==> src/sv/minmax_waveform_decimator_unit_macros.svh <==
// ----------------------------------------------------------------------------
// Min/max waveform decimator assertion macros
// Concurrent checks used by the decimator modules; empty under synthesis.
// ----------------------------------------------------------------------------
`ifndef MINMAX_WAVEFORM_DECIMATOR_UNIT_MACROS_SVH
`define MINMAX_WAVEFORM_DECIMATOR_UNIT_MACROS_SVH

`ifndef SYNTHESIS
// same-cycle implication
`define MWD_ASSERT_IMP(name, clk, rst, ante, cons) \
   name: assert property (@(posedge clk) disable iff (rst) (ante) |-> (cons)) \
      else $error("mwd: same-cycle check failed");
// next-cycle implication
`define MWD_ASSERT_NXT(name, clk, rst, ante, cons) \
   name: assert property (@(posedge clk) disable iff (rst) (ante) |=> (cons)) \
      else $error("mwd: next-cycle check failed");
`else
`define MWD_ASSERT_IMP(name, clk, rst, ante, cons)
`define MWD_ASSERT_NXT(name, clk, rst, ante, cons)
`endif

`endif

==> src/sv/mwd_pkg.sv <==
// ----------------------------------------------------------------------------
// Min/max waveform decimator package
// Shared widths, point and queue entry types, configuration layout.
// ----------------------------------------------------------------------------
package mwd_pkg;

   localparam int SAMPLE_W   = 16;
   localparam int COL_W      = 16;
   localparam int ROW_W      = 16;
   localparam int MAX_PTS    = 4;
   localparam int NPTS_W     = 3;
   localparam int QDEPTH     = 8;
   localparam int QPTR_W     = $clog2(QDEPTH);
   localparam int QCNT_W     = $clog2(QDEPTH + 1);
   localparam int CSR_IDX_W  = 3;
   localparam int CSR_DATA_W = 48;

   typedef enum logic [CSR_IDX_W-1:0] {
      CSR_X_SCALE,
      CSR_Y_GAIN,
      CSR_CENTER_ROW,
      CSR_VIEW_FIRST_PIXEL,
      CSR_VIEW_FIRST_SAMPLE
   } csr_idx_type;

   typedef struct packed {
      logic [31:0] x_scale;
      logic [23:0] y_gain;
      logic [14:0] center_row;
      logic [47:0] view_first_pixel;
      logic [39:0] view_first_sample;
   } cfg_type;

   typedef struct packed {
      logic signed [COL_W-1:0] x;
      logic signed [ROW_W-1:0] y;
   } point_type;

   typedef struct packed {
      point_type [MAX_PTS-1:0] pts;
      logic [NPTS_W-1:0]       n;
   } evt_type;

endpackage

==> src/sv/mwd_if.sv <==
// ----------------------------------------------------------------------------
// Min/max waveform decimator channels
// Valid/ready sample channel and point channel.
// ----------------------------------------------------------------------------
interface mwd_req_if;
   logic                                valid;
   logic                                ready;
   logic signed [mwd_pkg::SAMPLE_W-1:0] sample_value;
   logic                                start_of_view;
   logic                                end_of_view;

   modport source (output valid, sample_value, start_of_view, end_of_view, input ready);
   modport sink (input valid, sample_value, start_of_view, end_of_view, output ready);
endinterface

interface mwd_rsp_if;
   logic                             valid;
   logic                             ready;
   logic signed [mwd_pkg::COL_W-1:0] x_pos;
   logic signed [mwd_pkg::ROW_W-1:0] y_pos;
   logic                             last_of_run;

   modport source (output valid, x_pos, y_pos, last_of_run, input ready);
   modport sink (input valid, x_pos, y_pos, last_of_run, output ready);
endinterface

==> src/sv/minmax_waveform_decimator_unit.sv <==
// ----------------------------------------------------------------------------
// Min/max waveform decimator
// Turns a sample stream into polyline corner points, at most four points per
// pixel column: entry, max, min and exit rows of each column.
//
//   channel  dir  handshake          payload
//   req      in   valid/ready        sample_value, start_of_view, end_of_view
//   rsp      out  valid/ready        x_pos, y_pos, last_of_run
//   csr      in   csr_wr_en          csr_index, csr_wdata
//
// One sample is accepted per cycle while the point queue has room for all
// samples in flight; its points pass through the a and b pipeline registers,
// the point queue and the registered output stage, which sends one point per
// cycle while rsp.ready is high. Sustained rate is set by points per sample.
// Synchronous reset clears the pipeline, queue and column state and loads
// register defaults. A stalled rsp backs up the 8-entry queue; req.ready drops
// once queued entries plus samples in flight reach its depth, until entries drain.
// ----------------------------------------------------------------------------
module minmax_waveform_decimator_unit #(
   parameter int INDEX_BITS  = 40,
   parameter int SAMPLE_BITS = 16
) (
   input  logic                              clock,
   input  logic                              reset,
   mwd_req_if.sink                           req,
   mwd_rsp_if.source                         rsp,
   input  logic                              csr_wr_en,
   input  logic [mwd_pkg::CSR_IDX_W-1:0]     csr_index,
   input  logic [mwd_pkg::CSR_DATA_W-1:0]    csr_wdata
);

   mwd_pkg::cfg_type               cfg_ff, cfg_in;
   logic                           push;
   mwd_pkg::evt_type               push_evt;
   logic                           pop;
   mwd_pkg::evt_type               head;
   logic [mwd_pkg::QCNT_W-1:0]     q_count;

   always_comb begin
      cfg_in = cfg_ff;
      if (csr_wr_en) begin
         unique case (mwd_pkg::csr_idx_type'(csr_index))
            mwd_pkg::CSR_X_SCALE:           cfg_in.x_scale = csr_wdata[31:0];
            mwd_pkg::CSR_Y_GAIN:            cfg_in.y_gain = csr_wdata[23:0];
            mwd_pkg::CSR_CENTER_ROW:        cfg_in.center_row = csr_wdata[14:0];
            mwd_pkg::CSR_VIEW_FIRST_PIXEL:  cfg_in.view_first_pixel = csr_wdata[47:0];
            mwd_pkg::CSR_VIEW_FIRST_SAMPLE: cfg_in.view_first_sample = csr_wdata[39:0];
            default:                        cfg_in = cfg_ff;
         endcase
      end
   end

   always_ff @(posedge clock) begin
      if (reset) begin
         cfg_ff.x_scale           <= 32'd65536;
         cfg_ff.y_gain            <= 24'd5243;
         cfg_ff.center_row        <= '0;
         cfg_ff.view_first_pixel  <= '0;
         cfg_ff.view_first_sample <= '0;
      end else begin
         cfg_ff <= cfg_in;
      end
   end

   mwd_front #(
      .INDEX_BITS  (INDEX_BITS),
      .SAMPLE_BITS (SAMPLE_BITS)
   ) u_front (
      .clock    (clock),
      .reset    (reset),
      .req      (req),
      .cfg      (cfg_ff),
      .q_count  (q_count),
      .push     (push),
      .push_evt (push_evt)
   );

   mwd_queue u_queue (
      .clock    (clock),
      .reset    (reset),
      .push     (push),
      .push_evt (push_evt),
      .pop      (pop),
      .head     (head),
      .count    (q_count)
   );

   mwd_back u_back (
      .clock    (clock),
      .reset    (reset),
      .head     (head),
      .q_count  (q_count),
      .pop      (pop),
      .rsp      (rsp)
   );

endmodule

==> src/sv/mwd_front.sv <==
// ----------------------------------------------------------------------------
// Min/max waveform decimator front end
// Accepts samples, maps them to column and row, tracks the column extremes
// and writes the points that each sample causes into the point queue.
// ----------------------------------------------------------------------------
`include "minmax_waveform_decimator_unit_macros.svh"

module mwd_front #(
   parameter int INDEX_BITS  = 40,
   parameter int SAMPLE_BITS = 16
) (
   input  logic                         clock,
   input  logic                         reset,
   mwd_req_if.sink                      req,
   input  mwd_pkg::cfg_type             cfg,
   input  logic [mwd_pkg::QCNT_W-1:0]   q_count,
   output logic                         push,
   output mwd_pkg::evt_type             push_evt
);

   localparam int PROD_W = SAMPLE_BITS + 25;
   localparam int IDXX_W = INDEX_BITS + 32;
   localparam int VFSX_W = INDEX_BITS + 40;
   localparam int SMPX_W = SAMPLE_BITS + mwd_pkg::SAMPLE_W;
   localparam int OCC_W  = mwd_pkg::QCNT_W + 1;
   localparam logic signed [PROD_W-1:0] Y_HALF  = PROD_W'(1) <<< 19;
   localparam logic signed [PROD_W:0]   ROW_MAX = (PROD_W+1)'(32767);
   localparam logic signed [PROD_W:0]   ROW_MIN = -(PROD_W+1)'(32768);

   logic                          accept;
   logic [OCC_W-1:0]              occupancy;
   logic [INDEX_BITS-1:0]         index_ff, index_in, idx_cur;
   logic [IDXX_W-1:0]             idx_ext;
   logic [VFSX_W-1:0]             vfs_ext;
   logic [SMPX_W-1:0]             smp_ext;
   logic signed [SAMPLE_BITS-1:0] smp;
   logic signed [24:0]            gain_s;
   logic [47:0]                   lo_prod;

   logic                          a_valid_ff, a_valid_in;
   logic [15:0]                   a_hi_ff, a_hi_in;
   logic [31:0]                   a_lo_ff, a_lo_in;
   logic signed [PROD_W-1:0]      a_prod_ff, a_prod_in;
   logic                          a_start_ff, a_start_in;
   logic                          a_eov_ff, a_eov_in;

   logic [31:0]                   lo_rnd;
   logic signed [PROD_W-1:0]      rnd, delta;
   logic signed [PROD_W:0]        row_full;

   logic                          b_valid_ff, b_valid_in;
   logic signed [15:0]            b_x_ff, b_x_in;
   logic signed [15:0]            b_y_ff, b_y_in;
   logic                          b_start_ff, b_start_in;
   logic                          b_eov_ff, b_eov_in;

   logic signed [15:0]            col_ff, col_in;
   logic signed [15:0]            entry_ff, entry_in;
   logic signed [15:0]            exit_ff, exit_in;
   logic signed [15:0]            max_ff, max_in;
   logic signed [15:0]            min_ff, min_in;
   logic                          pend_ff, pend_in;

   logic signed [15:0]            e_entry, e_exit, e_max, e_min;
   logic signed [15:0]            n_entry, n_exit, n_max, n_min;
   logic                          n_pend;
   logic                          same_col;
   mwd_pkg::point_type            cand [mwd_pkg::MAX_PTS];
   logic [mwd_pkg::MAX_PTS-1:0]   keep;
   logic [mwd_pkg::NPTS_W-1:0]    cnt;

   // credit: queue slots cover every item already in flight
   assign occupancy = {1'b0, q_count} + {{mwd_pkg::QCNT_W{1'b0}}, a_valid_ff}
                    + {{mwd_pkg::QCNT_W{1'b0}}, b_valid_ff};
   assign req.ready = occupancy < OCC_W'(mwd_pkg::QDEPTH);
   assign accept    = req.valid && req.ready;

   assign vfs_ext = {{INDEX_BITS{1'b0}}, cfg.view_first_sample};
   assign idx_cur = req.start_of_view ? vfs_ext[INDEX_BITS-1:0] : index_ff;
   assign idx_ext = {32'b0, idx_cur};
   assign smp_ext = {{SAMPLE_BITS{1'b0}}, req.sample_value};
   assign smp     = signed'(smp_ext[SAMPLE_BITS-1:0]);
   assign gain_s  = signed'({1'b0, cfg.y_gain});
   assign lo_prod = idx_ext[31:0] * cfg.x_scale[15:0];

   always_comb begin
      index_in   = accept ? idx_cur + 1'b1 : index_ff;
      a_valid_in = accept;
      a_hi_in    = 16'(idx_cur[15:0] * cfg.x_scale[31:16]);
      a_lo_in    = lo_prod[31:0];
      a_prod_in  = smp * gain_s;
      a_start_in = req.start_of_view;
      a_eov_in   = req.end_of_view;
   end

   // column and row, round half up
   assign lo_rnd   = a_lo_ff + 32'h0000_8000;
   assign rnd      = a_prod_ff + Y_HALF;
   assign delta    = rnd >>> 20;
   assign row_full = signed'({{(PROD_W-14){1'b0}}, cfg.center_row}) - {delta[PROD_W-1], delta};

   always_comb begin
      b_valid_in = a_valid_ff;
      b_x_in     = a_hi_ff + lo_rnd[31:16] - cfg.view_first_pixel[15:0];
      if (row_full > ROW_MAX) begin
         b_y_in = 16'sh7FFF;
      end else if (row_full < ROW_MIN) begin
         b_y_in = -16'sh8000;
      end else begin
         b_y_in = row_full[15:0];
      end
      b_start_in = a_start_ff;
      b_eov_in   = a_eov_ff;
   end

   // classify against the tracked column
   always_comb begin
      e_entry  = b_start_ff ? '0 : entry_ff;
      e_exit   = b_start_ff ? '0 : exit_ff;
      e_max    = b_start_ff ? '0 : max_ff;
      e_min    = b_start_ff ? '0 : min_ff;
      same_col = !b_start_ff && (b_x_ff == col_ff);
      for (int i = 0; i < mwd_pkg::MAX_PTS; i++) begin
         cand[i] = '0;
      end
      keep = '0;
      if (same_col) begin
         n_max   = (b_y_ff > e_max) ? b_y_ff : e_max;
         n_min   = (b_y_ff > e_max) ? e_min : ((b_y_ff < e_min) ? b_y_ff : e_min);
         n_exit  = b_y_ff;
         n_entry = e_entry;
         n_pend  = !b_eov_ff;
         cand[0] = '{x: b_x_ff, y: n_max};
         cand[1] = '{x: b_x_ff, y: n_min};
         keep[0] = b_eov_ff && (n_max > n_entry);
         keep[1] = b_eov_ff && (n_min < n_entry);
      end else begin
         n_max   = b_y_ff;
         n_min   = b_y_ff;
         n_exit  = b_y_ff;
         n_entry = b_y_ff;
         n_pend  = 1'b0;
         cand[0] = '{x: col_ff, y: e_max};
         cand[1] = '{x: col_ff, y: e_min};
         cand[2] = '{x: col_ff, y: e_exit};
         cand[3] = '{x: b_x_ff, y: b_y_ff};
         keep[0] = e_max > e_entry;
         keep[1] = e_min < e_entry;
         keep[2] = (e_exit != e_min) && (e_exit != e_max);
         keep[3] = 1'b1;
      end
      push_evt = '0;
      cnt      = '0;
      for (int i = 0; i < mwd_pkg::MAX_PTS; i++) begin
         if (keep[i]) begin
            push_evt.pts[cnt[1:0]] = cand[i];
            cnt = cnt + 1'b1;
         end
      end
      push_evt.n = cnt;
      push       = b_valid_ff && (cnt != '0);

      col_in   = b_valid_ff ? b_x_ff : col_ff;
      entry_in = b_valid_ff ? n_entry : entry_ff;
      exit_in  = b_valid_ff ? n_exit : exit_ff;
      max_in   = b_valid_ff ? n_max : max_ff;
      min_in   = b_valid_ff ? n_min : min_ff;
      pend_in  = b_valid_ff ? n_pend : pend_ff;
   end

   always_ff @(posedge clock) begin
      if (reset) begin
         index_ff   <= '0;
         a_valid_ff <= 1'b0;
         b_valid_ff <= 1'b0;
         col_ff     <= '1;
         entry_ff   <= '0;
         exit_ff    <= '0;
         max_ff     <= '0;
         min_ff     <= '0;
         pend_ff    <= 1'b0;
      end else begin
         index_ff   <= index_in;
         a_valid_ff <= a_valid_in;
         b_valid_ff <= b_valid_in;
         col_ff     <= col_in;
         entry_ff   <= entry_in;
         exit_ff    <= exit_in;
         max_ff     <= max_in;
         min_ff     <= min_in;
         pend_ff    <= pend_in;
      end
      a_hi_ff    <= a_hi_in;
      a_lo_ff    <= a_lo_in;
      a_prod_ff  <= a_prod_in;
      a_start_ff <= a_start_in;
      a_eov_ff   <= a_eov_in;
      b_x_ff     <= b_x_in;
      b_y_ff     <= b_y_in;
      b_start_ff <= b_start_in;
      b_eov_ff   <= b_eov_in;
   end

   `MWD_ASSERT_IMP(a_front_credit, clock, reset, 1'b1, occupancy <= OCC_W'(mwd_pkg::QDEPTH))

endmodule

==> src/sv/mwd_queue.sv <==
// ----------------------------------------------------------------------------
// Min/max waveform decimator point queue
// Short FIFO of point groups between the front end and the output stage.
// ----------------------------------------------------------------------------
`include "minmax_waveform_decimator_unit_macros.svh"

module mwd_queue (
   input  logic                        clock,
   input  logic                        reset,
   input  logic                        push,
   input  mwd_pkg::evt_type            push_evt,
   input  logic                        pop,
   output mwd_pkg::evt_type            head,
   output logic [mwd_pkg::QCNT_W-1:0]  count
);

   mwd_pkg::evt_type               entries_ff [mwd_pkg::QDEPTH];
   logic [mwd_pkg::QPTR_W-1:0]     wr_ptr_ff, wr_ptr_in;
   logic [mwd_pkg::QPTR_W-1:0]     rd_ptr_ff, rd_ptr_in;
   logic [mwd_pkg::QCNT_W-1:0]     count_ff, count_in;

   assign head  = entries_ff[rd_ptr_ff];
   assign count = count_ff;

   always_comb begin
      wr_ptr_in = push ? wr_ptr_ff + 1'b1 : wr_ptr_ff;
      rd_ptr_in = pop ? rd_ptr_ff + 1'b1 : rd_ptr_ff;
      count_in  = count_ff + {{(mwd_pkg::QCNT_W-1){1'b0}}, push}
                - {{(mwd_pkg::QCNT_W-1){1'b0}}, pop};
   end

   always_ff @(posedge clock) begin
      if (reset) begin
         wr_ptr_ff <= '0;
         rd_ptr_ff <= '0;
         count_ff  <= '0;
      end else begin
         wr_ptr_ff <= wr_ptr_in;
         rd_ptr_ff <= rd_ptr_in;
         count_ff  <= count_in;
      end
      if (push) begin
         entries_ff[wr_ptr_ff] <= push_evt;
      end
   end

   `MWD_ASSERT_IMP(a_q_no_overflow, clock, reset, push, (count_ff < mwd_pkg::QCNT_W'(mwd_pkg::QDEPTH)) || pop)
   `MWD_ASSERT_IMP(a_q_no_underflow, clock, reset, pop, count_ff != '0)
   `MWD_ASSERT_NXT(a_q_grow, clock, reset, push && !pop, count_ff == $past(count_ff) + 1'b1)

endmodule

==> src/sv/mwd_back.sv <==
// ----------------------------------------------------------------------------
// Min/max waveform decimator output stage
// Walks the points of the head queue entry, one per transaction, through
// a registered output.
// ----------------------------------------------------------------------------
`include "minmax_waveform_decimator_unit_macros.svh"

module mwd_back (
   input  logic                        clock,
   input  logic                        reset,
   input  mwd_pkg::evt_type            head,
   input  logic [mwd_pkg::QCNT_W-1:0]  q_count,
   output logic                        pop,
   mwd_rsp_if.source                   rsp
);

   logic                 can_load;
   logic                 have;
   logic                 last_pt;
   logic [1:0]           k_ff, k_in;
   logic                 out_valid_ff, out_valid_in;
   mwd_pkg::point_type   out_pt_ff, out_pt_in;
   logic                 out_last_ff, out_last_in;

   assign can_load = !out_valid_ff || rsp.ready;
   assign have     = q_count != '0;
   assign last_pt  = {1'b0, k_ff} == (head.n - 1'b1);
   assign pop      = can_load && have && last_pt;

   always_comb begin
      k_in         = k_ff;
      out_valid_in = out_valid_ff;
      out_pt_in    = out_pt_ff;
      out_last_in  = out_last_ff;
      if (can_load) begin
         out_valid_in = have;
         if (have) begin
            out_pt_in   = head.pts[k_ff];
            out_last_in = last_pt;
            k_in        = last_pt ? 2'd0 : k_ff + 2'd1;
         end
      end
   end

   always_ff @(posedge clock) begin
      if (reset) begin
         k_ff         <= '0;
         out_valid_ff <= 1'b0;
      end else begin
         k_ff         <= k_in;
         out_valid_ff <= out_valid_in;
      end
      out_pt_ff   <= out_pt_in;
      out_last_ff <= out_last_in;
   end

   assign rsp.valid       = out_valid_ff;
   assign rsp.x_pos       = out_pt_ff.x;
   assign rsp.y_pos       = out_pt_ff.y;
   assign rsp.last_of_run = out_last_ff;

   `MWD_ASSERT_IMP(a_back_nonempty_entry, clock, reset, have, head.n != '0)
   `MWD_ASSERT_IMP(a_back_index_in_range, clock, reset, have, {1'b0, k_ff} < head.n)

endmodule

==> src/flat_wrapper.sv <==
// flat-port wrapper written by rule: the top's interface ports become plain ports
module minmax_waveform_decimator_unit_flat 
#(
   parameter int INDEX_BITS  = 40,
   parameter int SAMPLE_BITS = 16
)
  (clock, reset, csr_wr_en, csr_index, csr_wdata, req_valid, req_sample_value, req_start_of_view, req_end_of_view, req_ready, rsp_valid, rsp_x_pos, rsp_y_pos, rsp_last_of_run, rsp_ready);
  mwd_req_if req_i ();
  mwd_rsp_if rsp_i ();
  input  logic clock;
  input  logic reset;
  input  logic csr_wr_en;
  input  logic [mwd_pkg::CSR_IDX_W-1:0] csr_index;
  input  logic [mwd_pkg::CSR_DATA_W-1:0] csr_wdata;
  input wire logic [$bits(req_i.valid)-1:0] req_valid;
  input wire logic [$bits(req_i.sample_value)-1:0] req_sample_value;
  input wire logic [$bits(req_i.start_of_view)-1:0] req_start_of_view;
  input wire logic [$bits(req_i.end_of_view)-1:0] req_end_of_view;
  output wire logic [$bits(req_i.ready)-1:0] req_ready;
  output wire logic [$bits(rsp_i.valid)-1:0] rsp_valid;
  output wire logic [$bits(rsp_i.x_pos)-1:0] rsp_x_pos;
  output wire logic [$bits(rsp_i.y_pos)-1:0] rsp_y_pos;
  output wire logic [$bits(rsp_i.last_of_run)-1:0] rsp_last_of_run;
  input wire logic [$bits(rsp_i.ready)-1:0] rsp_ready;
  assign req_i.valid = req_valid;
  assign req_i.sample_value = req_sample_value;
  assign req_i.start_of_view = req_start_of_view;
  assign req_i.end_of_view = req_end_of_view;
  assign req_ready = req_i.ready;
  assign rsp_valid = rsp_i.valid;
  assign rsp_x_pos = rsp_i.x_pos;
  assign rsp_y_pos = rsp_i.y_pos;
  assign rsp_last_of_run = rsp_i.last_of_run;
  assign rsp_i.ready = rsp_ready;
  minmax_waveform_decimator_unit #(.INDEX_BITS(INDEX_BITS), .SAMPLE_BITS(SAMPLE_BITS)) u_core (.clock(clock), .reset(reset), .req(req_i), .rsp(rsp_i), .csr_wr_en(csr_wr_en), .csr_index(csr_index), .csr_wdata(csr_wdata));
endmodule
==> config.mk <==
export PLATFORM = sky130hd
export DESIGN_NAME = minmax_waveform_decimator_unit_flat
export DESIGN_NICKNAME = d
export VERILOG_FILES = /design/src/sv/mwd_pkg.sv /design/src/sv/mwd_if.sv /design/src/sv/minmax_waveform_decimator_unit.sv /design/src/sv/mwd_front.sv /design/src/sv/mwd_queue.sv /design/src/sv/mwd_back.sv /design/src/flat_wrapper.sv
export VERILOG_INCLUDE_DIRS = /design/src /design/src/sv
export SDC_FILE = /design/constraint.sdc
export NUM_CORES = 2
export LEC_CHECK = 0
export BUFFER_PORTS_ARGS = -buffer_cell sky130_fd_sc_hd__buf_2
export CAP_MARGIN = 20
export CORE_ASPECT_RATIO = 0.9
export CORE_MARGIN = 2
export CORE_UTILIZATION = 50
export CTS_CLUSTER_SIZE = 10
export DETAILED_ROUTE_END_ITERATION = 12
export PLACE_DENSITY = 0.69
export SLEW_MARGIN = 25
export SYNTH_ARGS = -nofsm -noshare
export SYNTH_HDL_FRONTEND = slang
export SYNTH_HIERARCHICAL = 1
export SYNTH_SLANG_ARGS = --single-unit
==> constraint.sdc <==
create_clock -name clock -period 19.9 [get_ports clock]
set_input_delay 3.98 -clock clock [delete_from_list [all_inputs] [get_ports clock]]
set_output_delay 3.98 -clock clock [all_outputs]
set_load 0.01 [all_outputs]
# Word level (Yosys, flattened, before mapping)
# Memories as Yosys holds them, arrays and structs flattened. A register that Yosys moved wholly into a read port is not among the register bits.
# Cells that the tools add are included.
dict set report word_totals {
  ff_bits 420
  ramBits 1048
  in_bits 74
  output_inout_bits 35
  word_cells 138
  n_memories 1
}
# memory words word_bits rd rd_ports_with_merged_regs wr line_no
set mem_list {}
lappend mem_list {u_core.u_queue.entries_ff 8 131 1 1 1 mwd_queue.sv:17} ;# mwd_pkg::evt_type entries_ff [mwd_pkg::QDEPTH];
dict set report op_classes {
  n_addsub 17
  mul 3
  order_cmp 16
  eq_ne 8
  muxes 40
  reduce_logical 23
}
# op count
set ops {}
lappend ops {{128-bit bitwise mux} 3}
lappend ops {{128-bit 2-to-1 mux} 3}
lappend ops {{32-bit demux with 2-bit select} 3}
lappend ops {{16-bit 2-to-1 mux} 11}
lappend ops {{32-bit 2-to-1 mux} 5}
lappend ops {{64-bit 2-to-1 mux} 2}
lappend ops {{32-bit binary-select mux with 2-bit select} 1}
lappend ops {{16-bit > comparator} 3}
lappend ops {{16-bit less-than comparator} 3}
lappend ops {{41-bit by 21-bit adder with 41-bit output, second input constant} 1}
lappend ops {{16-bit by 25-bit multiplier with 41-bit output} 1}
lappend ops {{40-bit by 1-bit adder with 40-bit output, second input constant} 1}
lappend ops {{40-bit 2-to-1 mux} 1}
lappend ops {{32-bit by 16-bit adder with 32-bit output, second input constant} 1}
lappend ops {{32-bit by 16-bit multiplier with 32-bit output} 1}
lappend ops {{16-bit != test} 2}
lappend ops {{22-bit by 16-bit > comparator with 1-bit output, second input constant} 1}
lappend ops {{22-bit by 16-bit less-than comparator with 1-bit output, second input constant} 1}
lappend ops {{16-bit by 21-bit subtractor with 22-bit output} 1}
lappend ops {{16-bit adder} 1}
lappend ops {{16-bit == test} 1}
lappend ops {{16-bit by 16-bit multiplier with 16-bit output} 1}
lappend ops {{16-bit subtractor} 1}
lappend ops {{3-bit by 1-bit adder with 3-bit output, second input constant} 5}
lappend ops {{other kinds (23)} 53}

# Longest topological paths before layout
dict set report depth {
  word_depth 18
  mapped_depth 37
}

# Hierarchy
# Netlist, hierarchy kept.
# module n_inst cells_per_inst area_each_um2 seq_area_each_um2
set by_module_without_submodules {}
lappend by_module_without_submodules {mwd_front 1 5145 43052.5 4103.9}
lappend by_module_without_submodules {mwd_queue 1 1579 39889.5 31730.4}
lappend by_module_without_submodules {minmax_waveform_decimator_unit 1 586 6384.9 3183.1}
lappend by_module_without_submodules {mwd_back 1 98 2001.9 1051.0}

# Least setup slack after synthesis
# OpenSTA, ideal clock, no wires.
dict set report synth_timing {
  kind {register to register}
  from {register u_core.u_front.b_start_ff}
  to {memory u_core/u_queue/entries_ff[0][0] (netlist bit) (enable)}
  setup_time_ns 0.782
  t_arrival_ns 15.435
  required_ns 19.118
  path_slack_ns 3.684
  path_stages_with_launch 33
  synth_period_minus_slack_ns 16.216
  path_cell_list {dfxtp_1 > clkbuf_1 > clkbuf_1 > nand2b_1 > ha_1 > and3_1 > nand3_1 > or3_1 > o21bai_1 > a31oi_2 > nor2_1 > clkbuf_1 > o21ai_0 > ha_1 > and4_1 > a21oi_1 > nand2_1 > a2111oi_0 > o21ai_0 > a31oi_4 > o21ai_2 > clkbuf_1 > ha_1 > and2_1 > clkbuf_1 > clkbuf_1 > nor2_1 > inv_1 > ha_1 > a21oi_1 > o31a_1 > nand2b_1 > nor3_1}
}
# element line_no
set synth_rtl {}
lappend synth_rtl {{from (decl)} mwd_front.sv:54} ;# logic b_start_ff, b_start_in;
lappend synth_rtl {{from (signal assigned)} mwd_front.sv:200} ;# b_start_ff <= b_start_in;
lappend synth_rtl {{to (decl)} mwd_queue.sv:17}

==> impl_metrics.toml <==
[run_status]
outcome = "complete, no violations"

[place]
hpwl_um = 140000
io_buffer_count = 92
place_area_sq_mm = 0.0923
gp_congestion = 0.930

[finish]
final_util = 0.545
syn_to_final_growth_pct = 8.41
num-nets-final = 8382
final_area_sq_mm = 0.0973
drive_above_1_share = 0.123

[timing]
rsz0062_at_grt = "no"
final.setup.tns_ns = 0
finClkSkew_ns = 0.0545
maxSlewViolCount = 0
worst_pin_slew_ns = 1.17
final_hold_viol_count = 0
min_period_ns = 11.79
maxSlewHeadroom = 0.217
period_share = 0.593
max_freq_mhz = 84.8
setup_viol_count_final = 0

[floorplan]
coreArea_sq_mm = 0.178
num_io_pins = 109
start_util = 0.503
die_height_um = 406
die_area_sq_mm = 0.183
die_x_um = 451
row_count = 147

[critical_path]
endpoint_kind = "flop"
crit_top_cell = "buf_4"
cp_data_arrival_time_ns = 12.19
regToRegSetupSlack_ns = 8.11
critical_path_required_ns = 20.30
worstSetupStartpointType = "flop"
path_class = "reg -> reg"
r2r_end = "u_core/u_queue/entries_ff[0][31]"
max_stage_delay_ns = 0.87
crit_fanout = 84
rr_worst_depth = 29
worstSetupStartpoint = "u_core/u_front/b_start_ff"
r2r_start = "u_core/u_front/b_start_ff"
cp_slowest_cell = "buf_4"

[grt]
grt-ovfl-total = 0
grt_max_degree = 170
grt_pass1_wl_um = 340000
grt_util_all_layers = 0.240
antenna_found_initial = 10
grt_pass1_vias = 58300

[power]
clock_power_share = 0.267
internal_power_mw = 6.77
irDropWorstVdd_v = 0.000154
p_sw_frac = 0.344
pwr_density_cell_mw_per_mm2 = 106
power_frac_seq = 0.407
power.switching_mw = 3.55
p_leak_nw = 37.2
combinationalPowerShare = 0.326

[worst_hold_path]
min_path_type = "reg -> reg"
hp-start = "u_core/u_front/a_start_ff"
hold-path-cell-count = 0
whs_endpoint = "u_core/u_front/b_start_ff"

[clock_network]
clk_pin_slew_ns = 0.06
postCtsSetupBuffers = 0
cts_tree = "done"
clock_path_buffers = 3
cts_sinks = 1421
cts-hold-fix-buffers = 0
cts_resized = 0
clockRootBuffer = "clkbuf_16"
clk_latency_ns = 0.80
numCtsBuffers = 163
h-tree-depth = 4

[detailed_routing]
postRouteAntennaNets = 0
wl_per_cell_um = 22.3
drtPass1Iterations = 6
dr.first_iter.drc_count = 4822
vias = 55900
wl_um = 217000
drc = 0
vias_per_cell = 5.74

[synthesis]
synth_area_sq_mm = 0.0897
ys_warn_count = 6
synth.avg_cell_area_sq_um = 12.3
syn_inst = 7267
synthesis.nets = 8433

[job]
drv_cap = 0
==> power groups by stage <==
stage	logic, mW	clock network (mW)	registers, mW
global route	3.73	2.93	4.22
detailed placement	3.33	0	4.26
global placement	3.21	0	4.25
floorplan	2.21	0	4.20
finish	3.36	2.76	4.20
CTS	3.35	2.81	4.20
==> critical path: cells and delay by family (launching register included) <==
kind                       cells  cell delay [ns]
and+or+nand+nor               11             3.56
AOI/OAI and AO/OA              8             2.17
adders and majority gates      3             1.07
DFF                            1             0.35
buffers and inverters          7             4.03
==> layout make-up <==
class / count / area (sq um)
well taps: 2384 / 2980
inverters: 887 / 3330
clock buffers: 270 / 4530
flip-flops and latches: 1421 / 39300
repair buffers: 190 / 1290
clock inverters: 19 / 374
diodes: 1 / 2.50
multi-input cells: 4553 / 45500
fillers: 14800 / 81100
==> layout by cell type, fill, tap and decap left out, types with 29 or more instances in the layout <==
cell / count
edfxtp_1: 1081
inv_1: 885
nand2_1: 775
fa_1: 705
ha_1: 387
dfxtp_1: 333
and2_1: 306
mux4_2: 290
nand2b_1: 233
nor2_1: 210
mux2i_1: 194
a21oi_1: 190
clkbuf_16: 163
mux2_2: 162
o21ai_0: 149
xnor2_1: 138
xor2_1: 106
clkbuf_1: 102
buf_2: 91
buf_4: 91
nor2b_1: 86
nand3_1: 81
a22oi_1: 49
nor3_1: 40
o21a_1: 39
o211ai_1: 39
a21o_1: 38
nand4_1: 29
==> how the worst max path moves through the flow <==
| stage | to |
|---|---|
| floorplan | u_core/u_queue/entries_ff[0][0] |
| global placement | u_core/u_queue/entries_ff[0][57] |
| detailed placement | u_core/u_queue/entries_ff[0][25] |
| CTS | u_core/u_queue/entries_ff[0][97] |
| global route | u_core/u_queue/entries_ff[0][97] |
| finish | u_core/u_queue/entries_ff[0][31] |
==> sequential cells by signal, indices dropped and copies added (netlist names), 17 cells and up, named ones only <==
| signal | flops |
|---|---|
| u_core/cfg_ff | 119 |
| u_core/u_front/a_lo_ff | 17 |
| u_core/u_front/a_prod_ff | 22 |
| u_core/u_front/index_ff | 32 |
| u_core/u_queue/entries_ff | 1048 |
==> per-layer routing <==
layer | global-route usage | routed length (um) | up-vias
met5 | 0 | 27 | -
met4 | 0.0679 | 5310 | 4
met3 | 0.0444 | 16900 | 313
met2 | 0.387 | 102000 | 2136
met1 | 0.335 | 92800 | 28700
li1 | - | - | 24800
==> stage by stage <==
stage          cells  power [mW]  setup WS (ns)  hold WS, ns
2_1_floorplan   7267        6.41           3.68        0.310
3_3_place_gp    9434        7.46           8.10        0.329
3_5_place_dp    9434        7.58           8.31        0.325
4_1_cts         9723        10.4           8.35        0.354
5_1_grt         9725        10.9           7.61        0.364
6_report        9725        10.3           8.11        0.355
Note: power is estimated with default switching activity, not from simulation.
